**config.mk**
```make
export PLATFORM = sky130hd
export DESIGN_NAME = websocket_frame_header_parser
export DESIGN_NICKNAME = d
export VERILOG_FILES = /design/src/hdl/wfhp_pkg.sv /design/src/hdl/wfhp_front.sv /design/src/hdl/wfhp_queue.sv /design/src/hdl/wfhp_back.sv /design/src/hdl/websocket_frame_header_parser.sv
export SDC_FILE = /design/constraint.sdc
export NUM_CORES = 1
export LEC_CHECK = 0
export ABC_AREA = 1
export BUFFER_PORTS_ARGS = -buffer_cell sky130_fd_sc_hd__buf_4
export CORE_ASPECT_RATIO = 2
export CORE_MARGIN = 10
export CORE_UTILIZATION = 58
export CTS_CLUSTER_DIAMETER = 150
export CTS_CLUSTER_SIZE = 12
export DETAILED_ROUTE_END_ITERATION = 7
export GPL_ROUTABILITY_DRIVEN = 0
export PLACE_DENSITY = 0.82
export RECOVER_POWER = 50
export SYNTH_ARGS = -nofsm -noshare
export SYNTH_HDL_FRONTEND = slang
export SYNTH_SLANG_ARGS = --single-unit
```
**constraint.sdc**
```tcl
create_clock -name clock -period 6.2 [get_ports clock]
set_input_delay 0.62 -clock clock [delete_from_list [all_inputs] [get_ports clock]]
set_output_delay 0.62 -clock clock [all_outputs]
set_load 0.05 [all_outputs]
```
**src/hdl/wfhp_pkg.sv**
```systemverilog
// Shared types and constants for the WebSocket frame header parser.
// Used by wfhp_front, wfhp_queue, wfhp_back and the top level; no dependencies.
package wfhp_pkg;

   localparam int QUEUE_DEPTH_DEF = 4;

   localparam logic [6:0] LEN_CODE_16 = 7'd126;
   localparam logic [6:0] LEN_CODE_64 = 7'd127;

   localparam logic [3:0] EXT16_BYTES = 4'd2;
   localparam logic [3:0] EXT64_BYTES = 4'd8;
   localparam logic [3:0] KEY_BYTES   = 4'd4;

   typedef enum logic [1:0] {
      PH_FIRST,
      PH_SECOND,
      PH_EXTLEN,
      PH_KEY
   } phase_type;

   typedef struct packed {
      phase_type  op;
      logic [7:0] data;
      logic       last;
   } qent_type;

endpackage

```
**src/hdl/wfhp_front.sv**
```systemverilog
// Front end: accepts header words, tracks the parse phase and tags each word.
// Depends on wfhp_pkg; feeds wfhp_queue.
module wfhp_front (
   input  logic              clock,
   input  logic              reset,
   input  logic              req_valid,
   output logic              req_stall,
   input  logic [7:0]        req_data_byte,
   input  logic              req_restart,
   output logic              push_valid,
   output wfhp_pkg::qent_type push_ent,
   input  logic              push_full
);
   import wfhp_pkg::*;

   phase_type  phase_ff, phase_in, cur_phase;
   logic [3:0] cnt_ff, cnt_in, cnt_inc;
   logic       long_ff, long_in;
   logic       mask_ff, mask_in;
   logic       accept;
   logic       done;
   logic       last;

   assign req_stall = push_full;
   assign accept    = req_valid && !push_full;
   assign cur_phase = req_restart ? PH_FIRST : phase_ff;
   assign cnt_inc   = cnt_ff + 4'd1;

   // next state
   always_comb begin
      phase_in = phase_ff;
      cnt_in   = cnt_ff;
      long_in  = long_ff;
      mask_in  = mask_ff;
      done     = 1'b0;
      if (accept) begin
         unique case (cur_phase)
            PH_FIRST: begin
               phase_in = PH_SECOND;
               cnt_in   = 4'd0;
            end
            PH_SECOND: begin
               cnt_in  = 4'd0;
               mask_in = req_data_byte[7];
               long_in = req_data_byte[0];
               if (req_data_byte[6:0] == LEN_CODE_16 || req_data_byte[6:0] == LEN_CODE_64) begin
                  phase_in = PH_EXTLEN;
               end else if (req_data_byte[7]) begin
                  phase_in = PH_KEY;
               end else begin
                  phase_in = PH_FIRST;
               end
            end
            PH_EXTLEN: begin
               done = (cnt_inc == (long_ff ? EXT64_BYTES : EXT16_BYTES));
               if (done) begin
                  cnt_in   = 4'd0;
                  phase_in = mask_ff ? PH_KEY : PH_FIRST;
               end else begin
                  cnt_in = cnt_inc;
               end
            end
            PH_KEY: begin
               done = (cnt_inc == KEY_BYTES);
               if (done) begin
                  cnt_in   = 4'd0;
                  phase_in = PH_FIRST;
               end else begin
                  cnt_in = cnt_inc;
               end
            end
            default: begin
               phase_in = PH_FIRST;
            end
         endcase
      end
   end

   // outputs
   always_comb begin
      last = 1'b0;
      unique case (cur_phase)
         PH_FIRST:  last = 1'b0;
         PH_SECOND: last = !req_data_byte[7] && (req_data_byte[6:1] != 6'h3F);
         PH_EXTLEN: last = done && !mask_ff;
         PH_KEY:    last = done;
         default:   last = 1'b0;
      endcase
      push_valid    = req_valid;
      push_ent.op   = cur_phase;
      push_ent.data = req_data_byte;
      push_ent.last = last;
   end

   always_ff @(posedge clock) begin
      if (reset) begin
         phase_ff <= PH_FIRST;
         cnt_ff   <= 4'd0;
         long_ff  <= 1'b0;
         mask_ff  <= 1'b0;
      end else begin
         phase_ff <= phase_in;
         cnt_ff   <= cnt_in;
         long_ff  <= long_in;
         mask_ff  <= mask_in;
      end
   end

endmodule

```
**src/hdl/wfhp_queue.sv**
```systemverilog
// Short FIFO of tagged header words between front and back end.
// Depends on wfhp_pkg.
module wfhp_queue #(
   parameter int DEPTH = wfhp_pkg::QUEUE_DEPTH_DEF
) (
   input  logic               clock,
   input  logic               reset,
   input  logic               push_valid,
   input  wfhp_pkg::qent_type push_ent,
   output logic               push_full,
   output logic               pop_valid,
   output wfhp_pkg::qent_type pop_ent,
   input  logic               pop
);
   import wfhp_pkg::*;

   localparam int PTR_W = (DEPTH > 1) ? $clog2(DEPTH) : 1;
   localparam int CNT_W = $clog2(DEPTH + 1);

   qent_type           mem_ff [DEPTH];
   logic [PTR_W-1:0]   wr_ptr_ff, wr_ptr_in;
   logic [PTR_W-1:0]   rd_ptr_ff, rd_ptr_in;
   logic [CNT_W-1:0]   count_ff, count_in;
   logic               do_push, do_pop;

   assign push_full = (count_ff == CNT_W'(DEPTH));
   assign pop_valid = (count_ff != '0);
   assign pop_ent   = mem_ff[rd_ptr_ff];
   assign do_push   = push_valid && !push_full;
   assign do_pop    = pop && pop_valid;

   always_comb begin
      wr_ptr_in = wr_ptr_ff;
      rd_ptr_in = rd_ptr_ff;
      count_in  = count_ff;
      if (do_push) begin
         wr_ptr_in = (wr_ptr_ff == PTR_W'(DEPTH - 1)) ? '0 : wr_ptr_ff + 1'b1;
      end
      if (do_pop) begin
         rd_ptr_in = (rd_ptr_ff == PTR_W'(DEPTH - 1)) ? '0 : rd_ptr_ff + 1'b1;
      end
      if (do_push && !do_pop) begin
         count_in = count_ff + 1'b1;
      end else if (do_pop && !do_push) begin
         count_in = count_ff - 1'b1;
      end
   end

   always_ff @(posedge clock) begin
      if (do_push) begin
         mem_ff[wr_ptr_ff] <= push_ent;
      end
   end

   always_ff @(posedge clock) begin
      if (reset) begin
         wr_ptr_ff <= '0;
         rd_ptr_ff <= '0;
         count_ff  <= '0;
      end else begin
         wr_ptr_ff <= wr_ptr_in;
         rd_ptr_ff <= rd_ptr_in;
         count_ff  <= count_in;
      end
   end

endmodule

```
**src/hdl/wfhp_back.sv**
```systemverilog
// Back end: assembles header fields from tagged words and holds the result.
// Depends on wfhp_pkg; drains wfhp_queue.
module wfhp_back (
   input  logic               clock,
   input  logic               reset,
   input  logic               pop_valid,
   input  wfhp_pkg::qent_type pop_ent,
   output logic               pop,
   output logic               rsp_valid,
   input  logic               rsp_stall,
   output logic               rsp_fin,
   output logic               rsp_rsv1,
   output logic               rsp_rsv2,
   output logic               rsp_rsv3,
   output logic [3:0]         rsp_frame_opcode,
   output logic               rsp_masked,
   output logic [63:0]        rsp_payload_length,
   output logic [31:0]        rsp_mask_key
);
   import wfhp_pkg::*;

   logic [7:0]  first_ff, first_in;
   logic        mask_ff, mask_in;
   logic [63:0] len_ff, len_in;
   logic [31:0] key_ff, key_in;
   logic        rsp_valid_ff;
   logic        rsp_fin_ff, rsp_rsv1_ff, rsp_rsv2_ff, rsp_rsv3_ff, rsp_masked_ff;
   logic [3:0]  rsp_opcode_ff;
   logic [63:0] rsp_len_ff;
   logic [31:0] rsp_key_ff;
   logic        out_free;
   logic        emit;
   logic [6:0]  code;

   assign out_free = !rsp_valid_ff || !rsp_stall;
   assign pop      = pop_valid && (!pop_ent.last || out_free);
   assign emit     = pop && pop_ent.last;
   assign code     = pop_ent.data[6:0];

   always_comb begin
      first_in = first_ff;
      mask_in  = mask_ff;
      len_in   = len_ff;
      key_in   = key_ff;
      unique case (pop_ent.op)
         PH_FIRST: begin
            first_in = pop_ent.data;
         end
         PH_SECOND: begin
            mask_in = pop_ent.data[7];
            key_in  = '0;
            if (code == LEN_CODE_16 || code == LEN_CODE_64) begin
               len_in = '0;
            end else begin
               len_in = {57'd0, code};
            end
         end
         PH_EXTLEN: begin
            len_in = {len_ff[55:0], pop_ent.data};
         end
         PH_KEY: begin
            key_in = {key_ff[23:0], pop_ent.data};
         end
         default: begin
            first_in = first_ff;
         end
      endcase
   end

   always_ff @(posedge clock) begin
      if (pop) begin
         first_ff <= first_in;
         mask_ff  <= mask_in;
         len_ff   <= len_in;
         key_ff   <= key_in;
      end
      if (emit) begin
         rsp_fin_ff    <= first_in[7];
         rsp_rsv1_ff   <= first_in[6];
         rsp_rsv2_ff   <= first_in[5];
         rsp_rsv3_ff   <= first_in[4];
         rsp_opcode_ff <= first_in[3:0];
         rsp_masked_ff <= mask_in;
         rsp_len_ff    <= len_in;
         rsp_key_ff    <= mask_in ? key_in : 32'd0;
      end
   end

   always_ff @(posedge clock) begin
      if (reset) begin
         rsp_valid_ff <= 1'b0;
      end else if (emit) begin
         rsp_valid_ff <= 1'b1;
      end else if (!rsp_stall) begin
         rsp_valid_ff <= 1'b0;
      end
   end

   assign rsp_valid          = rsp_valid_ff;
   assign rsp_fin            = rsp_fin_ff;
   assign rsp_rsv1           = rsp_rsv1_ff;
   assign rsp_rsv2           = rsp_rsv2_ff;
   assign rsp_rsv3           = rsp_rsv3_ff;
   assign rsp_frame_opcode   = rsp_opcode_ff;
   assign rsp_masked         = rsp_masked_ff;
   assign rsp_payload_length = rsp_len_ff;
   assign rsp_mask_key       = rsp_key_ff;

endmodule

```
**src/hdl/websocket_frame_header_parser.sv**
```systemverilog
// WebSocket frame header parser, top level: front end, word queue, back end.
// Depends on wfhp_pkg, wfhp_front, wfhp_queue and wfhp_back.
//
//   channel   direction  handshake              payload
//   req_      in         req_valid / req_stall  data_byte[7:0], restart
//   rsp_      out        rsp_valid / rsp_stall  fin, rsv1..3, frame_opcode, masked,
//                                               payload_length[63:0], mask_key[31:0]
//
// One header word is taken per cycle while req_stall is low. With the queue empty and the
// output register free, the last word is queued, then rsp_valid is registered from it.
// Synchronous active-high reset returns the parser to the first header word and empties
// the queue and the output register. req_stall rises only when the queue holds
// QUEUE_DEPTH words: rsp_stall holds a result, the next header's last word waits at the
// queue head and further words pile up behind it.
module websocket_frame_header_parser #(
   parameter int QUEUE_DEPTH = wfhp_pkg::QUEUE_DEPTH_DEF
) (
   input  logic        clock,
   input  logic        reset,
   input  logic        req_valid,
   output logic        req_stall,
   input  logic [7:0]  req_data_byte,
   input  logic        req_restart,
   output logic        rsp_valid,
   input  logic        rsp_stall,
   output logic        rsp_fin,
   output logic        rsp_rsv1,
   output logic        rsp_rsv2,
   output logic        rsp_rsv3,
   output logic [3:0]  rsp_frame_opcode,
   output logic        rsp_masked,
   output logic [63:0] rsp_payload_length,
   output logic [31:0] rsp_mask_key
);
   import wfhp_pkg::*;

   logic     push_valid;
   qent_type push_ent;
   logic     push_full;
   logic     pop_valid;
   qent_type pop_ent;
   logic     pop;

   wfhp_front u_front (
      .clock         (clock),
      .reset         (reset),
      .req_valid     (req_valid),
      .req_stall     (req_stall),
      .req_data_byte (req_data_byte),
      .req_restart   (req_restart),
      .push_valid    (push_valid),
      .push_ent      (push_ent),
      .push_full     (push_full)
   );

   wfhp_queue #(
      .DEPTH (QUEUE_DEPTH)
   ) u_queue (
      .clock      (clock),
      .reset      (reset),
      .push_valid (push_valid),
      .push_ent   (push_ent),
      .push_full  (push_full),
      .pop_valid  (pop_valid),
      .pop_ent    (pop_ent),
      .pop        (pop)
   );

   wfhp_back u_back (
      .clock              (clock),
      .reset              (reset),
      .pop_valid          (pop_valid),
      .pop_ent            (pop_ent),
      .pop                (pop),
      .rsp_valid          (rsp_valid),
      .rsp_stall          (rsp_stall),
      .rsp_fin            (rsp_fin),
      .rsp_rsv1           (rsp_rsv1),
      .rsp_rsv2           (rsp_rsv2),
      .rsp_rsv3           (rsp_rsv3),
      .rsp_frame_opcode   (rsp_frame_opcode),
      .rsp_masked         (rsp_masked),
      .rsp_payload_length (rsp_payload_length),
      .rsp_mask_key       (rsp_mask_key)
   );

endmodule
```
==> run_results.csv <==
group,metric,value,unit
floorplan,initial_core_util,58.8,%
detailed_routing,firstDrtPassIters,7,
run_status,failed_checks,"capacitance limit, slew limit",
layout,final_nets,964,
clock_tree,htreeDepth,1,
floorplan,die_w,116,µm
clock_tree,clk_latency,0.51,ns
setup_path,path_buf_inv,4,
run_status,outcome,"finished with violations",
setup_path,path_cells,"inv_2, nand2_1, nand2_1, nand2_1, o21ai_0, nand2_1, nand2_1, clkinvlp_2, nand2_1, inv_4, buf_4",
clock_tree,root_buffer,"clkbuf_16",
floorplan,core,0.0182,mm²
setup_path,arrival,4.76,ns
setup_path,cpLargestDelayFamily,"buffers and inverters",
yosys,postSynthCellCount,819,
floorplan,die_y,212,µm
setup_path,required,6.36,ns
setup_path,r2r_setup_slack,1.60,ns
detailed_routing,detail_route.iter0.violations,531,
clock_tree,hold_buffers,0,
setup_path,crit_fanout,73,
timing,rsz0062_at_grt,"no",
timing,max_slew_margin,-17.6,%
setup_path,r2r_cells,11,
yosys,synthDistinctLibCells,34,
layout,syn_to_final_growth,12.2,%
yosys,ys.warnings.count,0,
clock_tree,path_clk_slew,0.06,ns
yosys,synth_area,0.0107,mm²
detailed_routing,wirelength,22000,µm
timing,worst_clock_skew,0.00780,ns
setup_path,cp_slowest_cell,"clkinvlp_2",
job,drv_cap,3,
yosys,syn_avg_cell_area,13.1,µm²
floorplan,die_area,0.0246,mm²
grt,grt_max_degree,74,
layout,multi_input_area,0.00194,mm²
min_path,min_delay_worst_endpoint,"u_front.cnt_ff[2]$_SDFFE_PP0P_",
yosys,seq_area_frac_synth,74.6,%
detailed_routing,drc,0,
grt,antenna_found_initial,0,
detailed_routing,num_vias,6472,
layout,seq_area,0.00799,mm²
setup_path,r2r-end,"u_back.rsp_payload_length[32]$_DFFE_PP_",
timing,hold_viol,0,
layout,layout-drive-gt1-share,6.47,%
placement,portBuffers,119,
floorplan,ioPinCount,120,
min_path,min-delay-start,"reset",
timing,period_needed,4.60,ns
layout,nFillCells,1357,
grt,grt_overflow,0,
placement,dpl.hpwl,15200,µm
setup_path,end_kind,"flop",
clock_tree,cts_setup_buffers,0,
grt,grt_pass1_wl,33900,µm
detailed_routing,viasPerCell,5.51,
timing,finalCritPeriodShare,74.2,%
clock_tree,numCtsBuffers,26,
yosys,ys_ff_latch,272,
clock_tree,cts-resized-gates,0,
clock_tree,clock_sinks,272,
timing,final-setup-viol-count,0,
min_path,min_path_cells,2,
setup_path,path_common_cell,"nand2_1",
setup_path,cpPeakStageDelay,0.98,ns
layout,antenna_cells,0,
detailed_routing,drtAntennaViolNets,0,
setup_path,crit_type,"flop to flop",
timing,maxSlewViolCount,112,
timing,worst_pin_slew,1.76,ns
detailed_routing,wl_per_cell,18.7,µm
yosys,syn_nets,844,
timing,clock.fmax,217,MHz
clock_tree,cts.path.max_buffers,3,
grt,first_global_vias,6631,
floorplan,num_rows,70,
min_path,min_path_type,"input port to flop",
timing,fin_tns_setup,0,ns
setup_path,crit_path_start_kind,"flop",
grt,track_usage,17.4,%
clock_tree,cts_tree,"built",
layout by cell type, fill, tap and decap left out, types with 3 or more instances in the layout:
master       n
buf_4        7
o22ai_1     66
a22oi_1     10
nor2_1      42
clkbuf_16   27
edfxtp_1   254
dfxtp_1     18
nor2_2       8
ha_1        11
a21oi_1     16
inv_2        6
nor2_4       6
o21ai_1      3
clkbuf_1   135
o21ai_0     33
nand3_1     29
inv_1      138
nand4_1      4
nand3_2      3
nand2_1    128
how the worst max path moves through the flow:
stage,slack (ns),end,depth (start not counted)
after floorplan,1.41,u_back.rsp_fin$_DFFE_PP_,10
after global placement,2.50,u_back.rsp_payload_length[44]$_DFFE_PP_,11
after detailed placement,2.39,u_back.rsp_payload_length[36]$_DFFE_PP_,11
after CTS,2.38,u_back.rsp_payload_length[1]$_DFFE_PP_,11
after global routing,1.07,u_back.rsp_payload_length[36]$_DFFE_PP_,11
final,1.60,u_back.rsp_payload_length[32]$_DFFE_PP_,11
per-layer routing:
metal | wire (µm) | track usage [%] | share of wire [%]
met5 | 0 | 0 | 0
met4 | 920 | 7.90 | 4.2
met3 | 1160 | 2.68 | 5.3
met2 | 12200 | 33.1 | 56
met1 | 7680 | 17.9 | 35
synth_stat cells (all sizes together):
cell type / number / share of area (%)
edfxtp: 254 / 71
inv: 147 / 5.2
nand2: 129 / 4.6
o22ai: 66 / 3.9
nor2: 56 / 3.0
o21ai: 36 / 1.8
nand3: 32 / 1.6
dfxtp: 18 / 3.4
a21oi: 16 / 0.75
buf: 15 / 0.99
clkbuf: 15 / 0.53
ha: 11 / 1.3
a22oi: 10 / 0.70
nand4: 4 / 0.23
a32oi: 2 / 0.16
and2: 2 / 0.12
a211oi: 1 / 0.070
a32o: 1 / 0.093
fa: 1 / 0.19
nor3: 1 / 0.093
o211a: 1 / 0.093
xor2: 1 / 0.082
stage by stage:
step | cells | utilization [%] | cell area [µm²] | setup slack, ns | hold slack, ns
final | 1175 | 66.0 | 12000 | 1.60 | 0.329
after global routing | 1175 | 66.0 | 12000 | 1.07 | 0.339
after CTS | 1175 | 68.7 | 12500 | 2.38 | 0.299
after detailed placement | 1127 | 64.5 | 11700 | 2.39 | 0.487
after global placement | 1127 | 64.5 | 11700 | 2.50 | 0.476
after floorplan | 819 | - | 10700 | 1.41 | 0.445
logic make-up after synthesis:
| family | Yosys count | synth area share (%) |
|---|---|---|
| AND/OR/NAND/NOR | 224 | 9.66 |
| adder cells (fa/ha/maj) | 12 | 1.47 |
| AO/OA/AOI/OAI | 133 | 7.51 |
| flip-flops | 272 | 74.6 |
| buffers and inverters | 177 | 6.69 |
| XOR/XNOR | 1 | 0.0818 |
state kept, by name, summed over array words and instances, names as in the netlist, named ones only:
signal                     count
u_front.cnt_ff                 4
u_front.long_ff                1
u_back.rsp_rsv2                1
u_queue.mem_ff                44
u_back.rsp_payload_length     64
u_back.rsp_valid               1
u_back.rsp_rsv1                1
u_back.first_ff                8
u_queue.wr_ptr_ff              2
u_back.rsp_fin                 1
u_back.rsp_frame_opcode        4
u_queue.rd_ptr_ff              2
u_front.phase_ff               2
u_back.rsp_mask_key           32
u_queue.count_ff               3
u_back.rsp_rsv3                1
u_front.mask_ff                1
u_back.len_ff                 64
u_back.rsp_masked              1
u_back.mask_ff                 1
u_back.key_ff                 32
area by class of cell:
type                       instances  share of cell area (%)
inverter                         147                    4.64
timing repair buffer             122                    4.03
sequential                       272                    66.5
clock inverter                     1                   0.250
tap                              216                    2.25
clock buffer                      47                    6.25
multi-input combinational        370                    16.1
worst register-to-register path, delay by kind of cell (launching register included):
family          cells  cell delay [ns]
compound gates      1             0.13
buf+inv             4             2.62
flops               1             0.78
simple gates        6             0.70
Power is not shown: default switching activity piles up to over one toggle a cycle in this logic, so the estimate is an artifact.
